$ cat src/pcd_pkg.sv
// ----------------------------------------------------------------------------
// pcd_pkg
// shared types, constants and the crc-32 byte update for the chunk deframer
// ----------------------------------------------------------------------------
package pcd_pkg;

   localparam logic [31:0] CRC_POLY   = 32'hEDB88320;
   localparam logic [31:0] CRC_PRESET = 32'hFFFFFFFF;
   localparam logic [1:0]  FIELD_LAST = 2'd3;

   typedef enum logic [1:0] {
      PH_LENGTH = 2'd0,
      PH_TYPE   = 2'd1,
      PH_DATA   = 2'd2,
      PH_CRC    = 2'd3
   } phase_type;

   // reflected crc-32, one byte, lsb first
   function automatic logic [31:0] crc_update(input logic [31:0] crc, input logic [7:0] b);
      logic [31:0] c;
      c = crc ^ {24'd0, b};
      for (int k = 0; k < 8; k++) begin
         if (c[0]) begin
            c = (c >> 1) ^ CRC_POLY;
         end else begin
            c = c >> 1;
         end
      end
      return c;
   endfunction

endpackage

$ cat src/pcd_req_if.sv
// ----------------------------------------------------------------------------
// pcd_req_if
// request channel: one raw byte of the chunk stream per request
// ----------------------------------------------------------------------------
interface pcd_req_if;
   logic       valid;
   logic       ready;
   logic [7:0] data_byte;

   modport source (output valid, output data_byte, input ready);
   modport sink   (input valid, input data_byte, output ready);
endinterface

$ cat src/pcd_rsp_if.sv
// ----------------------------------------------------------------------------
// pcd_rsp_if
// response channel: echoed byte with its role and the chunk status
// ----------------------------------------------------------------------------
interface pcd_rsp_if;
   logic        valid;
   logic        ready;
   logic [7:0]  byte_value;
   logic [1:0]  byte_role;
   logic        chunk_end;
   logic        crc_ok;
   logic [31:0] chunk_length;
   logic [31:0] chunk_tag;

   modport source (output valid, output byte_value, output byte_role, output chunk_end,
                   output crc_ok, output chunk_length, output chunk_tag, input ready);
   modport sink   (input valid, input byte_value, input byte_role, input chunk_end,
                   input crc_ok, input chunk_length, input chunk_tag, output ready);
endinterface

$ cat src/png_chunk_deframer_crc_check.sv
// response: registered, valid in the cycle after its request is accepted
// throughput: one byte per cycle while rsp.ready keeps up; the crc byte update and
// the phase counter settle within the single pass between the chunk state and the
// response register; reset: synchronous, active high; phase returns to length, crc
// preset to all ones, no response pending; no clearing pass
// ----------------------------------------------------------------------------
// png_chunk_deframer_crc_check
// splits a chunk byte stream into length, type, data and crc and checks crc-32
// ----------------------------------------------------------------------------
module png_chunk_deframer_crc_check (
   input  logic  clock,
   input  logic  reset,
   pcd_req_if.sink   req,
   pcd_rsp_if.source rsp
);

   pcd_pkg::phase_type phase_ff, phase_in;
   logic [31:0] cnt_ff, cnt_in;
   logic [31:0] len_ff, len_in;
   logic [31:0] type_ff, type_in;
   logic [31:0] crc_ff, crc_in;
   logic [31:0] rcv_ff, rcv_in;

   logic        req_fire;
   logic        field_last;
   logic        data_last;
   logic        end_in;
   logic        ok_in;

   logic        out_valid_ff;
   logic [7:0]  out_byte_ff;
   logic [1:0]  out_role_ff;
   logic        out_end_ff;
   logic        out_ok_ff;
   logic [31:0] out_len_ff;
   logic [31:0] out_type_ff;

   assign req.ready  = !out_valid_ff || rsp.ready;
   assign req_fire   = req.valid && req.ready;
   assign field_last = (cnt_ff[1:0] == pcd_pkg::FIELD_LAST);
   assign data_last  = (cnt_ff == (len_ff - 32'd1));

   // next phase
   always_comb begin
      phase_in = phase_ff;
      case (phase_ff)
         pcd_pkg::PH_LENGTH: begin
            if (field_last) phase_in = pcd_pkg::PH_TYPE;
         end
         pcd_pkg::PH_TYPE: begin
            if (field_last) phase_in = (len_ff == 32'd0) ? pcd_pkg::PH_CRC : pcd_pkg::PH_DATA;
         end
         pcd_pkg::PH_DATA: begin
            if (data_last) phase_in = pcd_pkg::PH_CRC;
         end
         pcd_pkg::PH_CRC: begin
            if (field_last) phase_in = pcd_pkg::PH_LENGTH;
         end
         default: phase_in = pcd_pkg::PH_LENGTH;
      endcase
   end

   // datapath and response fields
   always_comb begin
      cnt_in  = cnt_ff + 32'd1;
      len_in  = len_ff;
      type_in = type_ff;
      crc_in  = crc_ff;
      rcv_in  = rcv_ff;
      end_in  = 1'b0;
      ok_in   = 1'b0;
      case (phase_ff)
         pcd_pkg::PH_LENGTH: begin
            if (cnt_ff == 32'd0) begin
               len_in  = {24'd0, req.data_byte};
               type_in = 32'd0;
               rcv_in  = 32'd0;
            end else begin
               len_in = {len_ff[23:0], req.data_byte};
            end
            if (field_last) cnt_in = 32'd0;
         end
         pcd_pkg::PH_TYPE: begin
            type_in = {type_ff[23:0], req.data_byte};
            crc_in  = pcd_pkg::crc_update(crc_ff, req.data_byte);
            if (field_last) cnt_in = 32'd0;
         end
         pcd_pkg::PH_DATA: begin
            crc_in = pcd_pkg::crc_update(crc_ff, req.data_byte);
            if (data_last) cnt_in = 32'd0;
         end
         pcd_pkg::PH_CRC: begin
            rcv_in = {rcv_ff[23:0], req.data_byte};
            if (field_last) begin
               end_in = 1'b1;
               ok_in  = (rcv_in == ~crc_ff);
               crc_in = pcd_pkg::CRC_PRESET;
               cnt_in = 32'd0;
            end
         end
         default: cnt_in = 32'd0;
      endcase
   end

   always_ff @(posedge clock) begin
      if (reset) begin
         phase_ff <= pcd_pkg::PH_LENGTH;
         cnt_ff   <= 32'd0;
         len_ff   <= 32'd0;
         type_ff  <= 32'd0;
         crc_ff   <= pcd_pkg::CRC_PRESET;
         rcv_ff   <= 32'd0;
      end else if (req_fire) begin
         phase_ff <= phase_in;
         cnt_ff   <= cnt_in;
         len_ff   <= len_in;
         type_ff  <= type_in;
         crc_ff   <= crc_in;
         rcv_ff   <= rcv_in;
      end
   end

   always_ff @(posedge clock) begin
      if (reset) begin
         out_valid_ff <= 1'b0;
      end else if (req_fire) begin
         out_valid_ff <= 1'b1;
      end else if (rsp.ready) begin
         out_valid_ff <= 1'b0;
      end
   end

   always_ff @(posedge clock) begin
      if (req_fire) begin
         out_byte_ff <= req.data_byte;
         out_role_ff <= phase_ff;
         out_end_ff  <= end_in;
         out_ok_ff   <= ok_in;
         out_len_ff  <= len_in;
         out_type_ff <= type_in;
      end
   end

   assign rsp.valid        = out_valid_ff;
   assign rsp.byte_value   = out_byte_ff;
   assign rsp.byte_role    = out_role_ff;
   assign rsp.chunk_end    = out_end_ff;
   assign rsp.crc_ok       = out_ok_ff;
   assign rsp.chunk_length = out_len_ff;
   assign rsp.chunk_tag    = out_type_ff;

endmodule
$ cat src/flat_wrapper.sv
// flat-port wrapper written by rule: the top's interface ports become plain ports
module png_chunk_deframer_crc_check_flat 
  (clock, reset, req_valid, req_data_byte, req_ready, rsp_valid, rsp_byte_value, rsp_byte_role, rsp_chunk_end, rsp_crc_ok, rsp_chunk_length, rsp_chunk_tag, rsp_ready);
  pcd_req_if req_i ();
  pcd_rsp_if rsp_i ();
  input  logic clock;
  input  logic reset;
  input wire logic [$bits(req_i.valid)-1:0] req_valid;
  input wire logic [$bits(req_i.data_byte)-1:0] req_data_byte;
  output wire logic [$bits(req_i.ready)-1:0] req_ready;
  output wire logic [$bits(rsp_i.valid)-1:0] rsp_valid;
  output wire logic [$bits(rsp_i.byte_value)-1:0] rsp_byte_value;
  output wire logic [$bits(rsp_i.byte_role)-1:0] rsp_byte_role;
  output wire logic [$bits(rsp_i.chunk_end)-1:0] rsp_chunk_end;
  output wire logic [$bits(rsp_i.crc_ok)-1:0] rsp_crc_ok;
  output wire logic [$bits(rsp_i.chunk_length)-1:0] rsp_chunk_length;
  output wire logic [$bits(rsp_i.chunk_tag)-1:0] rsp_chunk_tag;
  input wire logic [$bits(rsp_i.ready)-1:0] rsp_ready;
  assign req_i.valid = req_valid;
  assign req_i.data_byte = req_data_byte;
  assign req_ready = req_i.ready;
  assign rsp_valid = rsp_i.valid;
  assign rsp_byte_value = rsp_i.byte_value;
  assign rsp_byte_role = rsp_i.byte_role;
  assign rsp_chunk_end = rsp_i.chunk_end;
  assign rsp_crc_ok = rsp_i.crc_ok;
  assign rsp_chunk_length = rsp_i.chunk_length;
  assign rsp_chunk_tag = rsp_i.chunk_tag;
  assign rsp_i.ready = rsp_ready;
  png_chunk_deframer_crc_check u_core (.clock(clock), .reset(reset), .req(req_i), .rsp(rsp_i));
endmodule
$ cat config.mk
export PLATFORM = sky130hd
export DESIGN_NAME = png_chunk_deframer_crc_check_flat
export DESIGN_NICKNAME = d
export VERILOG_FILES = /design/src/pcd_pkg.sv /design/src/pcd_req_if.sv /design/src/pcd_rsp_if.sv /design/src/png_chunk_deframer_crc_check.sv /design/src/flat_wrapper.sv
export SDC_FILE = /design/constraint.sdc
export NUM_CORES = 1
export LEC_CHECK = 0
export ABC_AREA = 1
export BUFFER_PORTS_ARGS = -buffer_cell sky130_fd_sc_hd__clkbuf_2
export CAP_MARGIN = 20
export CELL_PAD_IN_SITES_DETAIL_PLACEMENT = 1
export CELL_PAD_IN_SITES_GLOBAL_PLACEMENT = 1
export CORE_MARGIN = 4
export CORE_UTILIZATION = 45
export CTS_CLUSTER_DIAMETER = 30
export DETAILED_ROUTE_END_ITERATION = 16
export PLACE_DENSITY = 0.76
export SYNTH_ARGS = -nofsm -noshare
export SYNTH_HDL_FRONTEND = slang
export SYNTH_SLANG_ARGS = --single-unit
$ cat constraint.sdc
create_clock -name clock -period 9.95 [get_ports clock]
set_clock_uncertainty 0.05 [all_clocks]
set_input_delay 1.99 -clock clock [delete_from_list [all_inputs] [get_ports clock]]
set_output_delay 1.99 -clock clock [all_outputs]
set_load 0.03 [all_outputs]
==> summary.txt, run 1 <==
Status
  – Run status: complete, no violations

Floorplanning
  – Die H: 173 µm
  – Total core area: 26400 µm²
  – Io pins: 90
  – Starting density of the core: 46.2%
  – DIE AREA: 29800 µm²
  – Die width: 173 µm
  – # rows: 59

Power and ir drop
  – Worst VDD drop: 154 µV
  – Leakage power: 6.72 nW
  – Power density cells: 240 nW/µm²

Route
  – Detailed-route via count: 10900
  – Remaining DRCs: 0
  – DRT Pass-1 Iters: 5
  – DRT antenna net count: 0
  – WL final: 38.3 mm
  – Iter 0 DRT Violations: 648
  – DR vias/cell: 5.43
  – DR WL/cell: 19.1 µm

Clocking
  – # H-tree levels: 2
  – Clk slew on worst S/H paths: 0.04 ns
  – # Post-CTS Setup Buffers: 0
  – CTS tree: done
  – Total CTS buffers: 55
  – Clock tree root buffer cell: clkbuf_16
  – Skew-Pair Late Insertion Delay: 0.57 ns
  – CTS max path bufs: 3
  – CTS Sinks: 231
  – # hold bufs at CTS: 0
  – Post-CTS Resized: 0

Global route
  – Initial antenna violation count: 0
  – GRT Total Usage: 25.3%
  – First-pass GRT wire length: 61.8 mm
  – Largest net degree at the start of global routing: 161
  – Remaining global-route overflow: 0
  – Vias in the first global route: 11600

STA
  – Maximum clock frequency: 226 MHz
  – RSZ-0062 raised after global routing: false
  – Clock period minus worst slack: 4.43 ns
  – Tcrit/Tclk final: 44.6%
  – Final hold viol count: 0
  – Setup_tns: 0 ns
  – Max-slew violations: 0
  – Number of setup violations in the final report: 0
  – Slew @ Worst Pin: 1.06 ns
  – Max_slew headroom: 29.4%

Finish
  – Fraction of layout cells with a size suffix above 1: 15.6%
  – Synthesis-to-layout area growth: 22.2%
  – Ant diodes: 0
  – Final nets: 1648
  – Final Util: 56.5%

Setup path
  – Crit start category: primary input
  – CP required: 7.91 ns
  – Data arrival, critical path: 2.39 ns
  – Worst-path fanout max: 2
  – Setup crit end kind: primary output
  – WS Path Type: in -> out

Synthesis
  – Post-synth EDFFs: 76
  – Main combinational cell family by area after synthesis: simple AND/OR/NAND/NOR gates
  – Post-Synth XOR/XNOR Area: 10.0%
  – Syn nets: 1556
  – Most frequent cell after synthesis: nand2_1
  – Number of synthesized register bits: 231
  – Top-area cell type share of the netlist area: 25.5%
  – Post-Synth Adder-Cell Area: 1.03%
  – Post-synthesis area per instance: 7.94 µm²
  – Mapped cell area: 12200 µm²
  – Synth cell count leaders: nand2_1 (313), inv_1 (217), dfxtp_1 (155)
  – Synth area leader: dfxtp_1
  – Sequential-to-total area share from yosys stat: 44.2%
  – Syn. warnings: 0
  – Mux share of post-synthesis cell area: 0%
  – Syn Inst Count: 1534
  – Synth Area in Compound Gates: 14.1%
  – Post-synthesis simple-gate area fraction: 21.2%
  – Post-synth ARST share: 0%
  – Synth top area cells: dfxtp_1 (25%), edfxtp_1 (19%), nand2_1 (9.6%)
  – Netlist cell types: 44
  – Top_reg_cell synth: dfxtp_1

Job
  – Number of max-cap violations: 0

Place
  – Detail Placement HPWL: 25.2 mm
  – GP Congestion: 0.886
  – Input/output buffers: 89

Worst hold path
  – Type of the most critical hold path: reg -> reg
==> per-layer routing <==
layer,track usage [%],routed length (µm),vias up
met3,4.59,1510,87
met2,45.7,19600,238
li1,-,-,5204
met5,0,0,-
met1,30.6,16200,5362
met4,7.98,971,0
==> power by group <==
group	switching (W)	internal, W
registers	0.0000461	0.00104
clock network	0.000579	0.00136
logic	0.000381	0.000157
==> path summary, 6_finish.rpt <==
| kind | cells after the start | start | slack (ns) | endpoint |
|---|---|---|---|---|
| worst max-delay path | 4 | rsp_ready | 5.52 | req_ready |
| worst min-delay path | 2 | u_core.rcv_ff[21] | 0.42 | u_core.rcv_ff[21] |
| worst max register to register | 9 | u_core.phase_ff[0] | 6.72 | u_core.crc_ff[26] |
| worst min register to register | 2 | u_core.rcv_ff[21] | 0.42 | u_core.rcv_ff[21] |
==> logic make-up after synthesis <==
group | count (synthesis)
AOI/OAI and AO/OA | 294
buffers and inverters | 294
and+or+nand+nor | 574
DFF | 231
xor gates and xnor gates | 131
adders and majority gates | 10
==> area by class of cell <==
| class | count | area [µm²] |
|---|---|---|
| clock inverter | 29 | 478 |
| inverter | 230 | 863 |
| timing repair buffer | 99 | 546 |
| clock buffer | 74 | 1530 |
| sequential | 231 | 5390 |
| tap | 335 | 419 |
| fill | 3168 | 11500 |
| multi-input combinational | 1009 | 5670 |
==> cell usage in the layout, fill, tap and decap left out, types with 11 or more instances in the layout <==
cell	synthesis	routed
clkbuf_2	0	89
nor2_1	91	91
o22ai_1	25	25
xor2_1	86	86
nor4_1	14	14
nor3_1	11	11
clkbuf_1	49	12
o21ai_0	71	71
a21oi_1	100	99
nand3_1	45	45
o211ai_1	50	50
clkbuf_16	0	56
a21boi_0	32	32
inv_1	217	216
edfxtp_1	76	76
dfxtp_1	155	155
xnor2_1	38	38
nand4_1	32	32
nand2_1	313	313
nor2_2	26	26
bufinv_16	0	11
==> state kept, by name (all words and copies together) (netlist names), 2 cells and up <==
name,flops
u_core.cnt_ff,32
u_core.crc_ff,32
u_core.len_ff,32
u_core.phase_ff,2
u_core.rcv_ff,24
u_core.rsp.byte_role,2
u_core.rsp.byte_value,8
u_core.rsp.chunk_length,32
u_core.rsp.chunk_tag,32
u_core.type_ff,32
==> worst max-delay path, cell delays in order <==
cell,delay (ns)
clkbuf_2,0.09
inv_2,0.07
nand2_1,0.06
clkbuf_2,0.19
==> stage by stage <==
step	setup slack, ns	instance area, µm²	std cells	hold slack [ns]	power [W]
6_report	5.52	14900	2007	0.422	0.00357
4_1_cts	5.38	14900	2006	0.428	0.00359
2_1_floorplan	4.59	12200	1534	0.402	0.00149
3_3_place_gp	4.93	12900	1903	0.416	0.00161
5_1_grt	5.48	14900	2007	0.450	0.00371
3_5_place_dp	4.83	12900	1903	0.422	0.00163
(Power assumes the default switching activity.)
==> run 2, diff against run 1 <==
ABC_AREA = 0   (was 1)
CORE_UTILIZATION = 42   (was 45)
PLACE_DENSITY = 0.73   (was 0.76)
clock period = 3.6 ns   (was 9.95 ns; I/O delays follow)
==> run 2 against run 1 <==
Final area decreased by 6.1%; cell count decreased by 16%; utilization decreased by 3.1 points; synthesized area decreased by 7.7%; via count decreased by 11%; synthesized cell count decreased by 21%; clock-buffer cell count decreased by 8; total power increased by 150%; critical path type is now reg -> reg; critical endpoint is now u_core.cnt_ff[12]; highest routed layer unchanged.
==> summary.txt, run 2 <==
Status
  – Run status: complete, no violations

Synthesis
  – Post-synth ARST share: 0% (unchanged)
  – Top_reg_cell synth: dfxtp_1
  – Most frequent cell after synthesis: nand2_1
  – Syn nets: 1239 (-20%)
  – Top-area cell type share of the netlist area: 27.6% (+2.1 points)
  – Sequential-to-total area share from yosys stat: 47.9% (+3.7 points)
  – Synth top area cells: dfxtp_1 (28%), edfxtp_1 (20%), xnor2_1 (7.5%)
  – Syn. warnings: 0 (unchanged)
  – Synth cell count leaders: nand2_1 (171), dfxtp_1 (155), xnor2_1 (96)
  – Synth area leader: dfxtp_1
  – Post-synthesis area per instance: 9.24 µm² (+16%)
  – Netlist cell types: 66 (+50%)
  – Mapped cell area: 11200 µm² (-7.7%)
  – Number of synthesized register bits: 231 (unchanged)
  – Syn Inst Count: 1217 (-21%)
  – Post-synth EDFFs: 76 (unchanged)

Setup path
  – Crit start category: flip-flop
  – R2r setup slk: 0.26 ns (-6.46 ns)
  – Worst Reg-to-Reg Cells: 11 (+2)
  – CP Launch Point: u_core.len_ff[1]
  – CP required: 3.96 ns (-3.95 ns)
  – Data arrival, critical path: 3.71 ns (+1.32 ns)
  – WS Path Type: reg -> reg
  – Worst-path fanout max: 10 (+8)
  – Reg-to-Reg End: u_core.cnt_ff[12]
  – Worst r2r src: u_core.len_ff[1]
  – Setup crit end kind: flip-flop
  – Crit path capture: u_core.cnt_ff[12]

Worst hold path
  – Type of the most critical hold path: in -> reg

Route
  – Met2 wire len: 17.5 mm (-11%)
  – Remaining DRCs: 0 (unchanged)
  – DR WL/cell: 21.0 µm (+9.7%)
  – WL final: 35.3 mm (-7.8%)
  – Highest routing layer actually used: met4
  – WL met1: 14.9 mm (-7.9%)
  – Iter 0 DRT Violations: 678 (+4.6%)
  – Detailed-route via count: 9655 (-11%)
  – Met3 wire len: 1.93 mm (+28%)
  – DRT antenna net count: 0 (unchanged)
  – DRT Pass-1 Iters: 5 (unchanged)
  – DR vias/cell: 5.73 (+5.5%)

Job
  – Number of max-cap violations: 0 (unchanged)

Floorplanning
  – Starting density of the core: 42.9% (-3.3 points)
  – Io pins: 90 (unchanged)
  – Total core area: 26200 µm² (-0.56%)
  – # rows: 59 (unchanged)
  – Die width: 172 µm (-0.52%)
  – DIE AREA: 29500 µm² (-1.0%)
  – Die H: 172 µm (-0.52%)

STA
  – Clock period minus worst slack: 3.34 ns
  – RSZ-0062 raised after global routing: false
  – Tcrit/Tclk final: 92.9%
  – Max_slew headroom: 30.7% (+1.3 points)
  – Slew @ Worst Pin: 1.04 ns (-0.0168 ns)
  – Final hold viol count: 0 (unchanged)
  – Maximum clock frequency: 299 MHz
  – Setup_tns: 0 ns (unchanged)
  – Max-slew violations: 0 (unchanged)
  – Number of setup violations in the final report: 0 (unchanged)

Place
  – Input/output buffers: 89 (unchanged)
  – GP Congestion: 0.874 (-1.4%)
  – Detail Placement HPWL: 23.2 mm (-8.0%)

Finish
  – Ant diodes: 0 (unchanged)
  – Commonest non-fill, non-tap cell in the layout: nand2_1
  – Final nets: 1329 (-19%)
  – Synthesis-to-layout area growth: 24.3%
  – Filler instances: 2947 (-7.0%)
  – Most frequent cells in the layout: nand2_1 (170), dfxtp_1 (155), xnor2_1 (96)
  – Final Util: 53.4% (-3.1 points)
  – Fraction of layout cells with a size suffix above 1: 17.9% (+2.4 points)

Global route
  – GRT Total Usage: 24.1% (-1.2 points)
  – Remaining global-route overflow: 0 (unchanged)
  – First-pass GRT wire length: 57.0 mm (-7.7%)
  – Vias in the first global route: 10500 (-9.8%)
  – Initial antenna violation count: 0 (unchanged)
  – Largest net degree at the start of global routing: 106 (-34%)

Power and ir drop
  – Worst VDD drop: 466 µV (+200%)
  – Leakage power: 5.16 nW (-23%)
  – Power density cells: 630 nW/µm² (+160%)

Clocking
  – Total CTS buffers: 53 (-3.6%)
  – # hold bufs at CTS: 0 (unchanged)
  – # H-tree levels: 2 (unchanged)
  – CTS Sinks: 231 (unchanged)
  – CTS max path bufs: 3 (unchanged)
  – Skew-Pair Late Insertion Delay: 0.56 ns (about the same)
  – Clock tree root buffer cell: clkbuf_16
  – Clk slew on worst S/H paths: 0.05 ns (about the same)
  – CTS tree: done
-- run 2: changes by cell type after synthesis, moves of 31 or more --
| cell | delta |
|---|---|
| o21ai_0 | -35 |
| nor3_1 | +32 |
| a22o_1 | +33 |
| xor2_1 | -31 |
| a21boi_0 | -31 |
| inv_1 | -176 |
| xnor2_1 | +58 |
| a21oi_1 | -50 |
| o211ai_1 | -47 |
| clkbuf_1 | +31 |
| nand2_1 | -142 |
-- run 2: critical path, stage by stage (launching register included) --
cell and delay (ns):
dfxtp_1 0.33, inv_1 0.10, ha_1 0.17, or4b_1 0.50, or4_4 0.56, nor4_1 0.30, o22ai_1 0.12, nor4_2 0.34
nand4_2 0.19, buf_4 0.23, a32oi_1 0.20, o41ai_1 0.10
-- run 2: repair_timing --
item                                   CTS  global route
endpoints found under the hold margin    0             0
gates resized for setup                  0             2
setup endpoints to repair                0            31
setup buffers                            0             0
-- run 2: kinds of logic (layout without fill, tap and decap cells) --
logic type,after synthesis,in the layout,synth area share (%)
fa+ha+maj,10,10,1.11
buf+inv,138,272,4.93
flops,231,231,47.9
xor+xnor,151,151,11.8
mux,8,8,0.779
simple gates,424,424,18.1
compound gates,255,255,15.5
-- run 2: report_power, final --
part / leakage [nW] / total [W] / switching [W] / internal [W]
Sequential: 2.02 / 0.00285 / 0.0000624 / 0.00279
Combinational: 2.24 / 0.000943 / 0.000627 / 0.000316
Clock: 0.895 / 0.00502 / 0.00162 / 0.00340
Total: 5.16 / 0.00881 / 0.00231 / 0.00650
-- run 2: final cells by class --
type | instances | area (µm²) | share of cell area [%]
timing repair buffer | 130 | 792 | 5.66
clock inverter | 33 | 464 | 3.32
tap | 335 | 419 | 3.00
sequential | 231 | 5390 | 38.5
multi-input combinational | 848 | 5340 | 38.2
clock buffer | 66 | 1430 | 10.2
inverter | 43 | 164 | 1.17
-- run 2: metal layers --
metal | global-route usage [%] | vias up
met5 | 0 | -
met4 | 7.30 | 0
met3 | 5.84 | 73
met2 | 41.6 | 207
met1 | 29.9 | 4827
li1 | - | 4548
-- run 2: metrics by stage --
stage	setup WS (ns)	instances	hold WS, ns	area, µm²	power (W)
floorplan	0.329	1217	0.386	11200	0.00353
global placement	0.305	1586	0.392	12100	0.00382
detailed placement	0.117	1587	0.402	12100	0.00383
CTS	0.112	1686	0.400	14000	0.00889
global route	0.0161	1686	0.409	14000	0.00913
finish	0.256	1686	0.407	14000	0.00881
-- run 2: worst min path at each step --
stage                        from                  endpoint  slack [ns]  depth (start not counted)
3_3_place_gp   u_core.type_ff[24]        u_core.type_ff[24]        0.39                          2
2_1_floorplan  u_core.type_ff[24]        u_core.type_ff[24]        0.39                          2
5_1_grt          req_data_byte[2]  u_core.rsp.byte_value[2]        0.41                          1
4_1_cts                 req_valid          u_core.rsp.valid        0.40                          3
3_5_place_dp   u_core.type_ff[26]        u_core.type_ff[26]        0.40                          2
6_report                req_valid          u_core.rsp.valid        0.41                          3
==> run 3, diff against run 2 <==
CORE_UTILIZATION = 44   (was 42)
CTS_BUF_LIST = sky130_fd_sc_hd__clkbuf_8   (was default)
PLACE_DENSITY = 0.76   (was 0.73)
==> run 3 against run 2 <==
Via count decreased by 0.47%; sequential cell count unchanged; cell count decreased by 0.36%; first-iteration DRC count decreased by 23%; largest power group unchanged; sequential share of layout area increased by 1.8 points; fmax decreased by 1.0%; utilization decreased by 0.31 points; hold slack got worse by 0.046 ns; wire length decreased by 3.2%; clock-buffer cell count decreased by 9; global-route usage decreased by 0.29 points; critical path depth decreased by 2.
==> summary.txt, run 3 (synthesis results as in run 2) <==
Status
  – Run status: complete, no violations

Setup path
  – Slowest-stage cell, CP: nor4_1
  – WS Path Type: reg -> reg
  – CP Cell Sequence: or4_1 > nor4_1 > a31oi_1 > o21ai_0 > a21oi_1 > nand4_2 > buf_4 > nand3_4 > o41ai_1
  – Data arrival, critical path: 3.78 ns (+0.07 ns)
  – Top delay family on crit path: simple AND/OR/NAND/NOR gates
  – Buf/Inv on CP: 1 (-1)
  – CP required: 4.00 ns (+0.04 ns)
  – Worst-path fanout max: 10 (unchanged)
  – Crit path largest cell delay: 0.74 ns (+0.18 ns)
  – Crit start category: flip-flop
  – Setup crit end kind: flip-flop

Finish
  – Reg area: 5390 µm² (unchanged)
  – Fraction of layout cells with a size suffix above 1: 17.5% (-0.43 points)
  – Final Util: 53.1% (-0.31 points)
  – Commonest non-fill, non-tap cell in the layout: nand2_1
  – Synthesis-to-layout area growth: 18.8%
  – Final nets: 1327 (-0.15%)
  – Filler instances: 2865 (-2.8%)
  – Ant diodes: 0 (unchanged)
  – Most frequent cells in the layout: nand2_1 (170), dfxtp_1 (155), xnor2_1 (96)
  – Area of the multi-input gates: 5340 µm² (unchanged)

Floorplanning
  – Total core area: 25200 µm² (-3.9%)
  – Die H: 168 µm (-2.2%)
  – DIE AREA: 28200 µm² (-4.3%)
  – Io pins: 90 (unchanged)
  – # rows: 58 (-1.7%)
  – Starting density of the core: 44.7% (+1.7 points)
  – Die width: 168 µm (-2.2%)

Clocking
  – Clk slew on worst S/H paths: 0.05 ns (about the same)
  – CTS Sinks: 231 (unchanged)
  – CTS max path bufs: 3 (unchanged)
  – # H-tree levels: 2 (unchanged)
  – CTS tree: done
  – Clock tree root buffer cell: clkbuf_8
  – Skew-Pair Late Insertion Delay: 0.59 ns (+0.03 ns)
  – Total CTS buffers: 53 (unchanged)

Power and ir drop
  – Cell Int Power: 0.00537 W (-17%)
  – Worst VDD drop: 380 µV (-18%)
  – Clk pwr share: 48.7% (-8.3 points)
  – Net Sw Frac: 27.0% (+0.81 points)
  – Combinational share of power: 12.6% (+1.9 points)
  – Leakage power: 4.94 nW (-4.3%)
  – Reg power frac: 38.6% (+6.3 points)
  – Power density cells: 551 nW/µm² (-12%)
  – Switch Pwr: 0.00199 W (-14%)

STA
  – Clock period minus worst slack: 3.38 ns (+0.0351 ns)
  – Tcrit/Tclk final: 93.9% (+0.97 points)
  – RSZ-0062 raised after global routing: false
  – Setup_tns: 0 ns (unchanged)
  – Setup WS post-layout: 0.221 ns (-0.0350 ns)
  – Max-slew violations: 0 (unchanged)
  – Maximum clock frequency: 296 MHz (-1.0%)
  – Final hold viol count: 0 (unchanged)
  – Max_slew headroom: 34.7% (+3.9 points)
  – Slew @ Worst Pin: 0.980 ns (-0.0592 ns)
  – Number of setup violations in the final report: 0 (unchanged)

Place
  – Pre-CTS WS: 0.167 ns (+0.0503 ns)
  – GP Congestion: 0.906 (+3.6%)
  – Detail Placement HPWL: 22.8 mm (-1.7%)
  – Input/output buffers: 89 (unchanged)

Job
  – Number of max-cap violations: 0 (unchanged)

Route
  – WL final: 34.2 mm (-3.2%)
  – DRT antenna net count: 0 (unchanged)
  – Iter 0 DRT Violations: 525 (-23%)
  – DR vias/cell: 5.72 (-0.11%)
  – Detailed-route via count: 9610 (-0.47%)
  – DR WL/cell: 20.4 µm (-2.9%)
  – DRT Pass-1 Iters: 4 (-1)
  – Remaining DRCs: 0 (unchanged)

Global route
  – Largest net degree at the start of global routing: 106 (unchanged)
  – GRT Total Usage: 23.8% (-0.29 points)
  – First-pass GRT wire length: 55.0 mm (-3.5%)
  – Remaining global-route overflow: 0 (unchanged)
  – Initial antenna violation count: 0 (unchanged)
  – Vias in the first global route: 10100 (-3.8%)

Worst hold path
  – Type of the most critical hold path: in -> reg
## run 3: cell count changes in the layout (fill, tap and decap cells not counted), sizes merged
cell	delta
bufinv	+3
clkinvlp	-4
clkinv	+2
inv	+9
buf	-2
clkbuf	-9
## run 3: through the flow
stage	area (µm²)	cells	power (W)	hold WS [ns]
after CTS	13300	1679	0.00743	0.344
final	13400	1680	0.00737	0.361
after global placement	12100	1579	0.00381	0.392
after detailed placement	12100	1579	0.00382	0.400
after floorplan	11200	1217	0.00353	0.386
after global routing	13400	1680	0.00766	0.355
## run 3: worst paths after layout
kind,from,end,slack [ns],depth (start not counted)
setup / recovery,u_core.len_ff[10],u_core.cnt_ff[12],0.22,9
hold / removal,req_valid,u_core.rsp.valid,0.36,3
setup reg to reg,u_core.len_ff[10],u_core.cnt_ff[12],0.22,9
hold reg to reg,u_core.type_ff[24],u_core.type_ff[24],0.40,2
## run 3: cell type report
type	count	share of cell area, %
sequential	231	40.3
clock inverter	43	3.77
inverter	43	1.23
timing repair buffer	128	5.79
clock buffer	57	5.87
multi-input combinational	848	39.9
tap	330	3.09
## run 3: power by group through the flow
stage                     clock [W]  sequential, W  combinational [W]
final                       0.00359        0.00285           0.000932
after global routing        0.00380        0.00285            0.00101
after CTS                   0.00366        0.00285           0.000930
after detailed placement          0        0.00290           0.000922
after global placement            0        0.00289           0.000913
after floorplan                   0        0.00298           0.000558
## run 3: timing repair
item                       in CTS  in global routing
setup endpoints to repair       0                 24
hold buffers                    0                  0
resized for setup               0                  1
buffers inserted                0                  0
## run 3: worst min-delay path: cells and delay by family
kind,cells,cell delay (ns)
buffers and inverters,2,0.18
AO/OA/AOI/OAI,1,0.05
## run 3: layer usage
| metal | wire [µm] | vias to the layer above | GRT usage, % | share of wire, % |
|---|---|---|---|---|
| li1 | - | 4537 | - | - |
| met1 | 14500 | 4797 | 29.5 | 42 |
| met2 | 16900 | 219 | 41.0 | 49 |
| met3 | 1900 | 57 | 5.78 | 5.5 |
| met4 | 900 | 0 | 7.55 | 2.6 |
| met5 | 0 | - | 0 | 0 |
